[src/hw/rtl/breakpoint_curve_interpolator_assert.svh]
// ----------------------------------------------------------------------------
// Breakpoint curve interpolator assertion macros
// Concurrent checks clocked by i_clk and disabled while i_rst_n is low.
// ----------------------------------------------------------------------------
`ifndef BREAKPOINT_CURVE_INTERPOLATOR_ASSERT_SVH
`define BREAKPOINT_CURVE_INTERPOLATOR_ASSERT_SVH
`ifndef SYNTHESIS
// Same-cycle implication.
`define BCI_ASSERT_IMPL(lbl, ante, cons) \
    lbl: assert property (@(posedge i_clk) disable iff (!i_rst_n) (ante) |-> (cons)) \
        else $error("assertion failed");
// Next-cycle implication.
`define BCI_ASSERT_NEXT(lbl, ante, cons) \
    lbl: assert property (@(posedge i_clk) disable iff (!i_rst_n) (ante) |=> (cons)) \
        else $error("assertion failed");
`else
`define BCI_ASSERT_IMPL(lbl, ante, cons)
`define BCI_ASSERT_NEXT(lbl, ante, cons)
`endif
`endif

[src/hw/rtl/bcintp_pkg.sv]
// ----------------------------------------------------------------------------
// Breakpoint curve interpolator package
// Beat types, codes and shared constants.
// ----------------------------------------------------------------------------
`default_nettype none

package bcintp_pkg;

    localparam int unsigned MAX_POINTS_DEF = 64;
    localparam int unsigned DIV_STEPS      = 32;

    localparam logic CMD_WRITE = 1'b0;
    localparam logic CMD_QUERY = 1'b1;

    localparam logic CFG_POINT_COUNT = 1'b0;
    localparam logic CFG_EMPTY_VALUE = 1'b1;

    localparam logic [1:0] SRC_EMPTY  = 2'd0;
    localparam logic [1:0] SRC_BEFORE = 2'd1;
    localparam logic [1:0] SRC_INTERP = 2'd2;
    localparam logic [1:0] SRC_AFTER  = 2'd3;

    typedef struct packed {
        logic               command;
        logic [5:0]         point_index;
        logic signed [31:0] position;
        logic signed [31:0] point_level;
    } t_in_beat;

    typedef struct packed {
        logic signed [31:0] curve_value;
        logic [1:0]         value_source;
    } t_out_beat;

    typedef struct packed {
        logic signed [31:0] position;
        logic signed [31:0] level;
    } t_point;

    typedef struct packed {
        logic        start;
        logic [63:0] dividend;
        logic [31:0] divisor;
    } t_div_req;

    typedef struct packed {
        logic        busy;
        logic        done;
        logic [31:0] quotient;
    } t_div_rsp;

    typedef enum logic [2:0] {
        S_IDLE,
        S_FETCH,
        S_SCAN,
        S_MUL,
        S_DSTART,
        S_DIV,
        S_DONE
    } t_state;

endpackage

`default_nettype wire

[src/hw/rtl/bcintp_div.sv]
// ----------------------------------------------------------------------------
// Restoring divider
// 64 by 32 unsigned divide, one quotient bit per cycle; the quotient must fit
// in 32 bits (upper dividend half below the divisor).
// ----------------------------------------------------------------------------
`default_nettype none

module bcintp_div (
    input  wire logic                 i_clk,
    input  wire logic                 i_rst_n,
    input  wire bcintp_pkg::t_div_req i_req,
    output bcintp_pkg::t_div_rsp      o_rsp
);

    localparam int unsigned CNT_W = $clog2(bcintp_pkg::DIV_STEPS);

    logic             r_busy;
    logic             r_done;
    logic [CNT_W-1:0] r_cnt;
    logic [31:0]      r_rem;
    logic [31:0]      r_quo;
    logic [31:0]      r_div;

    logic [32:0]      w_shift;
    logic [33:0]      w_diff;
    logic             w_ge;
    logic [31:0]      n_rem;
    logic [31:0]      n_quo;

    always_comb begin
        w_shift = {r_rem, r_quo[31]};
        w_diff  = {1'b0, w_shift} - {2'b00, r_div};
        w_ge    = ~w_diff[33];
        n_rem   = w_ge ? w_diff[31:0] : w_shift[31:0];
        n_quo   = {r_quo[30:0], w_ge};
    end

    always_ff @(posedge i_clk) begin
        if (!i_rst_n) begin
            r_busy <= 1'b0;
            r_done <= 1'b0;
            r_cnt  <= '0;
        end else begin
            r_done <= 1'b0;
            if (i_req.start) begin
                r_busy <= 1'b1;
                r_cnt  <= '0;
            end else if (r_busy) begin
                r_cnt <= r_cnt + CNT_W'(1);
                if (r_cnt == CNT_W'(bcintp_pkg::DIV_STEPS - 1)) begin
                    r_busy <= 1'b0;
                    r_done <= 1'b1;
                end
            end
        end
    end

    always_ff @(posedge i_clk) begin
        if (i_req.start) begin
            r_rem <= i_req.dividend[63:32];
            r_quo <= i_req.dividend[31:0];
            r_div <= i_req.divisor;
        end else if (r_busy) begin
            r_rem <= n_rem;
            r_quo <= n_quo;
        end
    end

    assign o_rsp = '{busy: r_busy, done: r_done, quotient: r_quo};

endmodule

`default_nettype wire
[config.mk]
export PLATFORM = sky130hd
export DESIGN_NAME = bcintp_div
export DESIGN_NICKNAME = d
export VERILOG_FILES = /design/src/hw/rtl/breakpoint_curve_interpolator_assert.svh /design/src/hw/rtl/bcintp_pkg.sv /design/src/hw/rtl/bcintp_div.sv
export SDC_FILE = /design/constraint.sdc
export NUM_CORES = 1
export LEC_CHECK = 0
export BUFFER_PORTS_ARGS = -buffer_cell sky130_fd_sc_hd__buf_2
export CAP_MARGIN = 10
export CORE_ASPECT_RATIO = 0.8
export CORE_MARGIN = 2
export CORE_UTILIZATION = 45
export CTS_CLUSTER_DIAMETER = 80
export DETAILED_ROUTE_END_ITERATION = 7
export HOLD_SLACK_MARGIN = 0.02
export PLACE_DENSITY = 0.68
export SLEW_MARGIN = 20
export SYNTH_ARGS = -nofsm -noshare
export SYNTH_HDL_FRONTEND = slang
export SYNTH_SLANG_ARGS = --single-unit
[constraint.sdc]
create_clock -name i_clk -period 5.2 [get_ports i_clk]
set_input_delay 0.26 -clock i_clk [delete_from_list [all_inputs] [get_ports i_clk]]
set_output_delay 0.26 -clock i_clk [all_outputs]
set_load 0.03 [all_outputs]
==> impl_metrics.json, run 1 <==
{
  "status": "finished clean",
  "cp_max_fo": 34,
  "fmax_mhz": 277.1,
  "drive_gt1_share_pct": 28.99,
  "setup_tns_ns": 0,
  "cp-start-kind": "flip-flop",
  "setup_violations": 0,
  "io-pin-count": 133,
  "dp_hpwl_mm": 9.924,
  "slew_headroom_pct": 39.95,
  "worst_ep_required_time_ns": 5.30,
  "area_growth_pct": 17.64,
  "rsz0062_at_grt": "false",
  "muxShareOfSynthArea_pct": 8.554,
  "regArea_um2": 3023,
  "synth.most_common_cell": "edfxtp_1",
  "use_met3_pct": 5.063,
  "cts_tree": "done",
  "vias": 4593,
  "initial_core_util_pct": 46.77,
  "die_area_um2": 14470,
  "synth.net_count": 685,
  "fin_worst_skew_ns": 0.01061,
  "synth_cells": 551,
  "cts_resized": 0,
  "ys_warn_count": 0,
  "n_antenna_cell": 0,
  "clk_path_buf_depth": 2,
  "synthTopCellsByArea": "edfxtp_1 (47%), ha_1 (7.0%), mux2_2 (5.9%), a21oi_1 (3.5%), inv_1 (3.2%)",
  "detail-route-antenna-nets": 0,
  "core_um2": 13010,
  "overflow": 0,
  "yosysTopAreaCell": "edfxtp_1",
  "max_cap_viol_count": 0,
  "synth_area_um2": 6085,
  "syn-mean-instance-area_um2": 11.04,
  "numCtsBuffers": 9,
  "busiest_layer": "met2",
  "synth_compound_area_share_pct": 14.54,
  "worstPathCellList": "ha_1 -> nand3_1 -> or3_1 -> a41o_1 -> a21oi_4 -> a21oi_2 -> o21ai_4 -> buf_4 -> mux2i_1 -> a21oi_1",
  "rows": 37,
  "synth-xor-area-share_pct": 4.318,
  "power_density_nw_per_um2": 430.6,
  "drt_iter0_markers": 361,
  "holdCritPathClass": "in -> reg",
  "cp-end-kind": "flip-flop",
  "layout_min_cycle_time_ns": 3.608,
  "port_buffers": 132,
  "synth-main-ff-cell": "edfxtp_1",
  "final_hold_viol_count": 0,
  "ys_seq_area_share_pct": 49.68,
  "tightest_slew_ns": 0.8973,
  "cpPeakStageDelay_ns": 0.70,
  "grt_max_degree": 65,
  "htreeDepth": 3,
  "drt-total-wl_mm": 13.67,
  "worstPathArrival_ns": 3.71,
  "multiInputGateArea_um2": 2739,
  "clock_latency_ns": 0.36,
  "ys_ff_latch": 103,
  "p_leak_uw": 0.003106,
  "track_usage_pct": 19.44,
  "timing.critical_path.from": "r_rem[11]",
  "clk_pin_slew_worst_paths_ns": 0.08,
  "routabilityCongestion": 0.8831,
  "drc": 0,
  "grt_pass1_vias": 4493,
  "synth_fa_ha_area_share_pct": 7.321,
  "hp-start": "i_req[24]",
  "finalCritPeriodShare_pct": 69.39,
  "ff2ff_setup_slack_ns": 1.59,
  "antenna_found_initial": 0,
  "cts_setup_buffers": 0,
  "avgViaCountPerCell": 5.397,
  "slowest_stage": "o21ai_4",
  "met2_usage_pct": 30.66,
  "die_y_um": 108.0,
  "nets": 805,
  "slew_violations": 0,
  "grt_first_pass_wirelength_mm": 22.13,
  "ir_worst_vdd_v": 0.0002375,
  "die_w_um": 134.0,
  "synthTopCellsByCount": "edfxtp_1 (96), inv_1 (52), a21oi_1 (42), nor2_1 (42), nand2_1 (35)",
  "synthArstFlopShare_pct": 0,
  "grtUsageMet1_pct": 26.55,
  "r2r-start": "r_rem[11]",
  "netlist-cell-type-count": 51,
  "critPathKind": "reg -> reg",
  "cts_sinks": 103,
  "yosys.area_share.simple_pct": 10.16,
  "fin_util_pct": 55.03,
  "detail_route.first_pass.iterations": 5,
  "wire_per_inst_um": 16.06,
  "hold_buffers": 0,
  "synth_top_cell_area_share_pct": 47.38,
  "clockRootBuffer": "clkbuf_16",
  "synth_edf_count": 96,
  "fillCellCount": 1147,
  "synth_top_family_by_area": "compound AO/OA/AOI/OAI gates"
}
[area by class of cell]
type                    count  area share (%)
flip-flops and latches    103           42.23
multi-input cells         369           38.26
repair buffers            136           9.684
clock buffers               9           3.146
well taps                 175           3.059
inverters                  52           2.727
clock inverters             7          0.8915
[kinds of logic after synthesis]
| logic type | after synthesis |
|---|---|
| flip-flops | 103 |
| adder cells (fa/ha/maj) | 35 |
| multiplexers | 48 |
| AND/OR/NAND/NOR | 131 |
| buffers and inverters | 79 |
| XOR/XNOR | 30 |
| AO/OA/AOI/OAI | 125 |
[per-layer routing]
layer  vias up  wire length [um]
met4         0               164
met3        14               709
li1       2259                 -
met2       123              6469
met1      2197              6325
met5         -                 0
[power by group]
group	total (uW)	switching (uW)	internal, uW
Clock	670	333	337
Combinational	1270	735	534
Sequential	1140	67.0	1080
[worst max-delay path, delay by kind of cell, from the launching register on]
kind	cells	cell delay [ns]
flops	1	0.40
buf+inv	1	0.40
fa+ha+maj	1	0.38
compound gates	5	1.32
mux	1	0.24
simple gates	2	0.60
[sequential cells by signal, indices dropped and copies added (netlist names)]
signal / flops
r_quo: 32
r_div: 32
r_busy: 1
r_done: 1
r_cnt: 5
r_rem: 32
[cell usage in the layout (no fill, tap or decap), types with 8 or more instances in the layout]
master	instances
xor2_1	11
xnor2_1	19
edfxtp_1	96
nand3_1	12
ha_1	34
o21ai_0	14
a221o_1	8
o311ai_0	8
a21oi_1	42
inv_1	52
mux2i_1	16
nand2_1	35
a21o_1	12
nor2_1	42
buf_2	131
clkbuf_16	9
mux2_2	32
nand4_1	8
[final timing paths]
path / to / cells past startpoint
min: r_div[24] / 1
min reg2reg: r_cnt[4] / 2
max: r_rem[10] / 10
max reg2reg: r_rem[10] / 10
[per-stage QoR]
| step | std cells | area (um2) | total power [uW] | setup WS (ns) | hold slack [ns] |
|---|---|---|---|---|---|
| final | 851 | 7158 | 3082 | 1.592 | 0.07064 |
| after floorplan | 551 | 6085 | 2143 | 2.170 | 0.3589 |
| after global placement | 835 | 6869 | 2387 | 1.703 | 0.4363 |
| after detailed placement | 835 | 6869 | 2416 | 1.589 | 0.4381 |
| after global routing | 851 | 7158 | 3282 | 1.351 | 0.05703 |
| after CTS | 851 | 7158 | 3101 | 1.571 | 0.05540 |
No activity file was read; power rests on OpenSTA's default activity.
==> run 2, diff against run 1 <==
==> constraint.sdc (replaced) <==
create_clock -name i_clk -period 3.4 [get_ports i_clk]
set_input_delay 0.17 -clock i_clk [delete_from_list [all_inputs] [get_ports i_clk]]
set_output_delay 0.17 -clock i_clk [all_outputs]
set_load 0.03 [all_outputs]
==> impl_metrics.json, run 2 (synthesized netlist as in run 1, its figures left out) <==
{
  "rows": 37,
  "area_growth_pct": 24.39,
  "vias": 4654,
  "final_cell_area_um2": 7569,
  "setup_violations": 0,
  "track_usage_pct": 20.26,
  "cp_max_fo": 4,
  "busiest_layer": "met2",
  "p_leak_uw": 0.003288,
  "ir_worst_vdd_v": 0.0003119,
  "dp_hpwl_mm": 10.58,
  "fillCellCount": 1118,
  "setup_tns_ns": 0,
  "final_cell_mix": "buf_2 (131), edfxtp_1 (96), inv_1 (52)",
  "rsz0062_at_grt": "false",
  "cp-end-kind": "flip-flop",
  "fin_worst_skew_ns": 0.01098,
  "finalCritPeriodShare_pct": 91.86,
  "final_common_cell": "buf_2",
  "die_area_um2": 14470,
  "routabilityCongestion": 0.9018,
  "drt_iter0_markers": 364,
  "grtUsageMet1_pct": 27.90,
  "clk_pin_slew_worst_paths_ns": 0.08,
  "htreeDepth": 3,
  "slew_headroom_pct": 60.40,
  "final_hold_viol_count": 0,
  "crit_buf_inv": 2,
  "cts_resized": 0,
  "largestRegisters": "r_div (32), r_quo (32), r_rem (32)",
  "worstPathArrival_ns": 3.23,
  "overflow": 0,
  "met2_usage_pct": 31.90,
  "critPathKind": "reg -> reg",
  "clock_latency_ns": 0.36,
  "n_antenna_cell": 0,
  "cts_sinks": 103,
  "layout_min_cycle_time_ns": 3.123,
  "initial_core_util_pct": 46.77,
  "use_met3_pct": 5.016,
  "hold_buffers": 32,
  "detail_route.first_pass.iterations": 5,
  "r2r-start": "r_quo[31]",
  "drt-total-wl_mm": 14.41,
  "placed_area_um2": 6959,
  "holdCritPathClass": "in -> reg",
  "max_cap_viol_count": 0,
  "numCtsBuffers": 9,
  "grt_first_pass_wirelength_mm": 23.02,
  "cpPeakStageDelay_ns": 0.41,
  "tightest_slew_ns": 0.5940,
  "drc": 0,
  "worstPathCellList": "inv_1 -> ha_1 -> fa_1 -> nand2b_1 -> a21o_1 -> a211oi_1 -> buf_4 -> o2111ai_1 -> a21oi_1 -> o22ai_1 -> xnor2_1 -> a221o_1",
  "cts_setup_buffers": 0,
  "slowest_stage": "fa_1",
  "detail-route-antenna-nets": 0,
  "die_y_um": 108.0,
  "die_w_um": 134.0,
  "clockRootBuffer": "clkbuf_16",
  "fmax_mhz": 320.2,
  "wire_per_inst_um": 16.19,
  "clk_path_buf_depth": 2,
  "hp-start": "i_rst_n",
  "port_buffers": 132,
  "avgViaCountPerCell": 5.229,
  "cp-start-kind": "flip-flop",
  "status": "finished clean",
  "worst_ep_required_time_ns": 3.51,
  "core_um2": 13010,
  "power_density_nw_per_um2": 634.5,
  "grt_max_degree": 46,
  "antenna_found_initial": 0,
  "cp_top_family": "compound AO/OA/AOI/OAI gates",
  "drive_gt1_share_pct": 28.53,
  "timing.critical_path.from": "r_quo[31]",
  "cts_tree": "done",
  "grt_pass1_vias": 4646,
  "nets": 844,
  "io-pin-count": 133,
  "slew_violations": 0
}
[run 2: cell types whose count changed in the layout (fill, tap and decap cells not counted)]
| cell | before | now |
|---|---|---|
| buf_12 | 0 | 3 |
| buf_4 | 5 | 9 |
| clkinv_1 | 1 | 0 |
| clkinv_2 | 0 | 1 |
| clkinv_4 | 2 | 1 |
| clkinvlp_4 | 0 | 1 |
| dlygate4sd3_1 | 0 | 32 |
[run 2: cell type report]
type,count,area (um2),share of cell area (%)
timing repair buffer,175,1104,14.58
multi-input combinational,369,2739,36.19
clock buffer,9,225.2,2.976
tap,175,219.0,2.893
clock inverter,7,63.81,0.8431
inverter,52,195.2,2.579
sequential,103,3023,39.94
[run 2: final timing paths]
path         cells past startpoint        end  slack [ns]
min reg2reg                      2   r_cnt[3]        0.51
max reg2reg                     12  r_rem[28]        0.28
max                             12  r_rem[28]        0.28
min                              2     r_busy        0.09
[run 2: where the power goes]
part / internal, uW / total [uW] / switching, uW
clock: 516 / 1030 / 517
combinational: 882 / 2020 / 1140
sequential: 1640 / 1750 / 102
total: 3040 / 4800 / 1760
[run 2: stage by stage]
| step | worst slack, ns | std cells | util, % | hold WS, ns | power [uW] |
|---|---|---|---|---|---|
| finish | 0.2767 | 890 | 58.18 | 0.08924 | 4802 |
| CTS | 0.2843 | 890 | 58.18 | 0.07440 | 4822 |
| floorplan | 0.3696 | 551 | - | 0.2689 | 3278 |
| global route | 0.1162 | 890 | 58.18 | 0.08152 | 5125 |
| global placement | 0.3559 | 842 | 53.50 | 0.3463 | 3716 |
| detailed placement | 0.3027 | 842 | 53.50 | 0.3482 | 3748 |
[run 2: per-layer routing]
metal,vias up,part of all wire (%)
met5,-,0
met4,0,1.4
met3,14,5.2
met2,117,46
met1,2182,48
li1,2341,-
==> run 3, diff against run 2 <==
--- a/config.mk
+++ b/config.mk
@@ -9,11 +9,10 @@
 export CAP_MARGIN = 10
 export CORE_ASPECT_RATIO = 0.8
 export CORE_MARGIN = 2
-export CORE_UTILIZATION = 45
+export CORE_UTILIZATION = 25
 export CTS_CLUSTER_DIAMETER = 80
 export DETAILED_ROUTE_END_ITERATION = 7
 export HOLD_SLACK_MARGIN = 0.02
-export PLACE_DENSITY = 0.68
 export SLEW_MARGIN = 20
 export SYNTH_ARGS = -nofsm -noshare
 export SYNTH_HDL_FRONTEND = slang
==> constraint.sdc (replaced) <==
create_clock -name i_clk -period 3.4 [get_ports i_clk]
set_input_delay 0.17 -clock i_clk [delete_from_list [all_inputs] [get_ports i_clk]]
set_output_delay 0.17 -clock i_clk [all_outputs]
set_load 0.02 [all_outputs]
==> impl_metrics.json, run 3 (synthesized netlist as in run 1, its figures left out) <==
{
  "cp-start-kind": "flip-flop",
  "cts_sinks": 103,
  "clk_path_buf_depth": 2,
  "final_cell_mix": "buf_2 (131), edfxtp_1 (96), inv_1 (52)",
  "dp_hpwl_mm": 11.66,
  "max_cap_viol_count": 0,
  "worstPathArrival_ns": 3.27,
  "worst_ep_required_time_ns": 3.51,
  "cts_tree": "done",
  "cts_setup_buffers": 0,
  "numCtsBuffers": 9,
  "vias": 4615,
  "port_buffers": 132,
  "area_growth_pct": 27.00,
  "clk_pin_slew_worst_paths_ns": 0.07,
  "drc": 0,
  "ir_worst_vdd_v": 0.0002755,
  "n_antenna_cell": 0,
  "grt_first_pass_wirelength_mm": 24.74,
  "slew_violations": 0,
  "fillCellCount": 2513,
  "slew_headroom_pct": 54.13,
  "nets": 840,
  "final_common_cell": "buf_2",
  "setup_tns_ns": 0,
  "drt-total-wl_mm": 15.67,
  "fmax_mhz": 316.5,
  "clock_latency_ns": 0.36,
  "largestRegisters": "r_div (32), r_quo (32), r_rem (32)",
  "fin_worst_skew_ns": 0.01477,
  "p_leak_uw": 0.003276,
  "detail_route.first_pass.iterations": 5,
  "met3_length_mm": 1.026,
  "cts_resized": 0,
  "clockRootBuffer": "clkbuf_16",
  "overflow": 0,
  "hold_buffers": 32,
  "die_w_um": 178.4,
  "highest_layer": "met4",
  "drive_gt1_share_pct": 27.99,
  "detail-route-antenna-nets": 0,
  "rsz0062_at_grt": "false",
  "status": "finished clean",
  "holdCritPathClass": "in -> reg",
  "power_uw": 4823,
  "initial_core_util_pct": 25.23,
  "met2_length_mm": 6.620,
  "setup_violations": 0,
  "grt_max_degree": 60,
  "wl_met1_mm": 7.895,
  "wire_per_inst_um": 15.22,
  "io-pin-count": 133,
  "antenna_found_initial": 0,
  "core_um2": 24120,
  "critPathKind": "reg -> reg",
  "timing.hold.ws_ns": 0.06731,
  "rows": 51,
  "grt_pass1_vias": 4583,
  "die_y_um": 143.5,
  "tightest_slew_ns": 0.6881,
  "htreeDepth": 3,
  "cp_max_fo": 4,
  "die_area_um2": 25610,
  "routabilityCongestion": 0.8360,
  "cp-end-kind": "flip-flop",
  "layout_min_cycle_time_ns": 3.160,
  "final_hold_viol_count": 0,
  "avgViaCountPerCell": 4.485,
  "finalCritPeriodShare_pct": 92.94,
  "power_density_nw_per_um2": 624.2,
  "drt_iter0_markers": 276,
  "track_usage_pct": 12.53
}
## run 3: cell count changes in the layout (fill, tap and decap cells not counted), sizes merged
cell / change
clkbuf: +3
clkinv: -1
buf: -4
inv: -1
clkinvlp: -1
## run 3: where the power goes
| group | total [uW] | internal, uW | switching, uW |
|---|---|---|---|
| combinational | 2000 | 878 | 1120 |
| sequential | 1750 | 1640 | 104 |
| clock | 1070 | 570 | 505 |
| total | 4820 | 3090 | 1730 |
## run 3: final cells by class
type                       instances  area (um2)  area share (%)
sequential                       103        3023           39.12
tap                              318       397.9           5.149
timing repair buffer             171        1074           13.89
multi-input combinational        369        2739           35.44
clock buffer                      12       267.8           3.465
inverter                          52       195.2           2.526
clock inverter                     4       31.28          0.4048
## run 3: per-stage QoR
stage | instance area, um2 | setup WS (ns) | utilization [%] | cells
global placement | 7108 | 0.3088 | 29.47 | 981
CTS | 7727 | 0.2361 | 32.04 | 1029
floorplan | 6085 | 0.4437 | - | 551
detailed placement | 7108 | 0.2470 | 29.47 | 981
global route | 7727 | 0.04340 | 32.04 | 1029
finish | 7727 | 0.2402 | 32.04 | 1029
## run 3: path summary, 6_finish.rpt
check / from / endpoint / slack (ns) / cells after the start
min reg2reg: r_cnt[3] / r_cnt[3] / 0.52 / 2
max reg2reg: r_quo[31] / r_rem[28] / 0.24 / 12
min: i_rst_n / r_busy / 0.07 / 2
max: r_quo[31] / r_rem[28] / 0.24 / 12
## run 3: critical path, cell delays in order, from the launching register on
cell and delay [ns]:
edfxtp_1 0.39, inv_1 0.06, ha_1 0.23, fa_1 0.41, nand2b_1 0.21, a21o_1 0.21
a211oi_1 0.21, buf_4 0.16, o2111ai_1 0.21, a21oi_1 0.23, o22ai_1 0.14, xnor2_1 0.14
a221o_1 0.31
## run 3: metal layers
layer / GRT usage (%) / vias to the layer above
li1: - / 2331
met1: 17.69 / 2169
met2: 18.61 / 105
met3: 4.153 / 10
met4: 2.567 / 0
met5: 0 / -
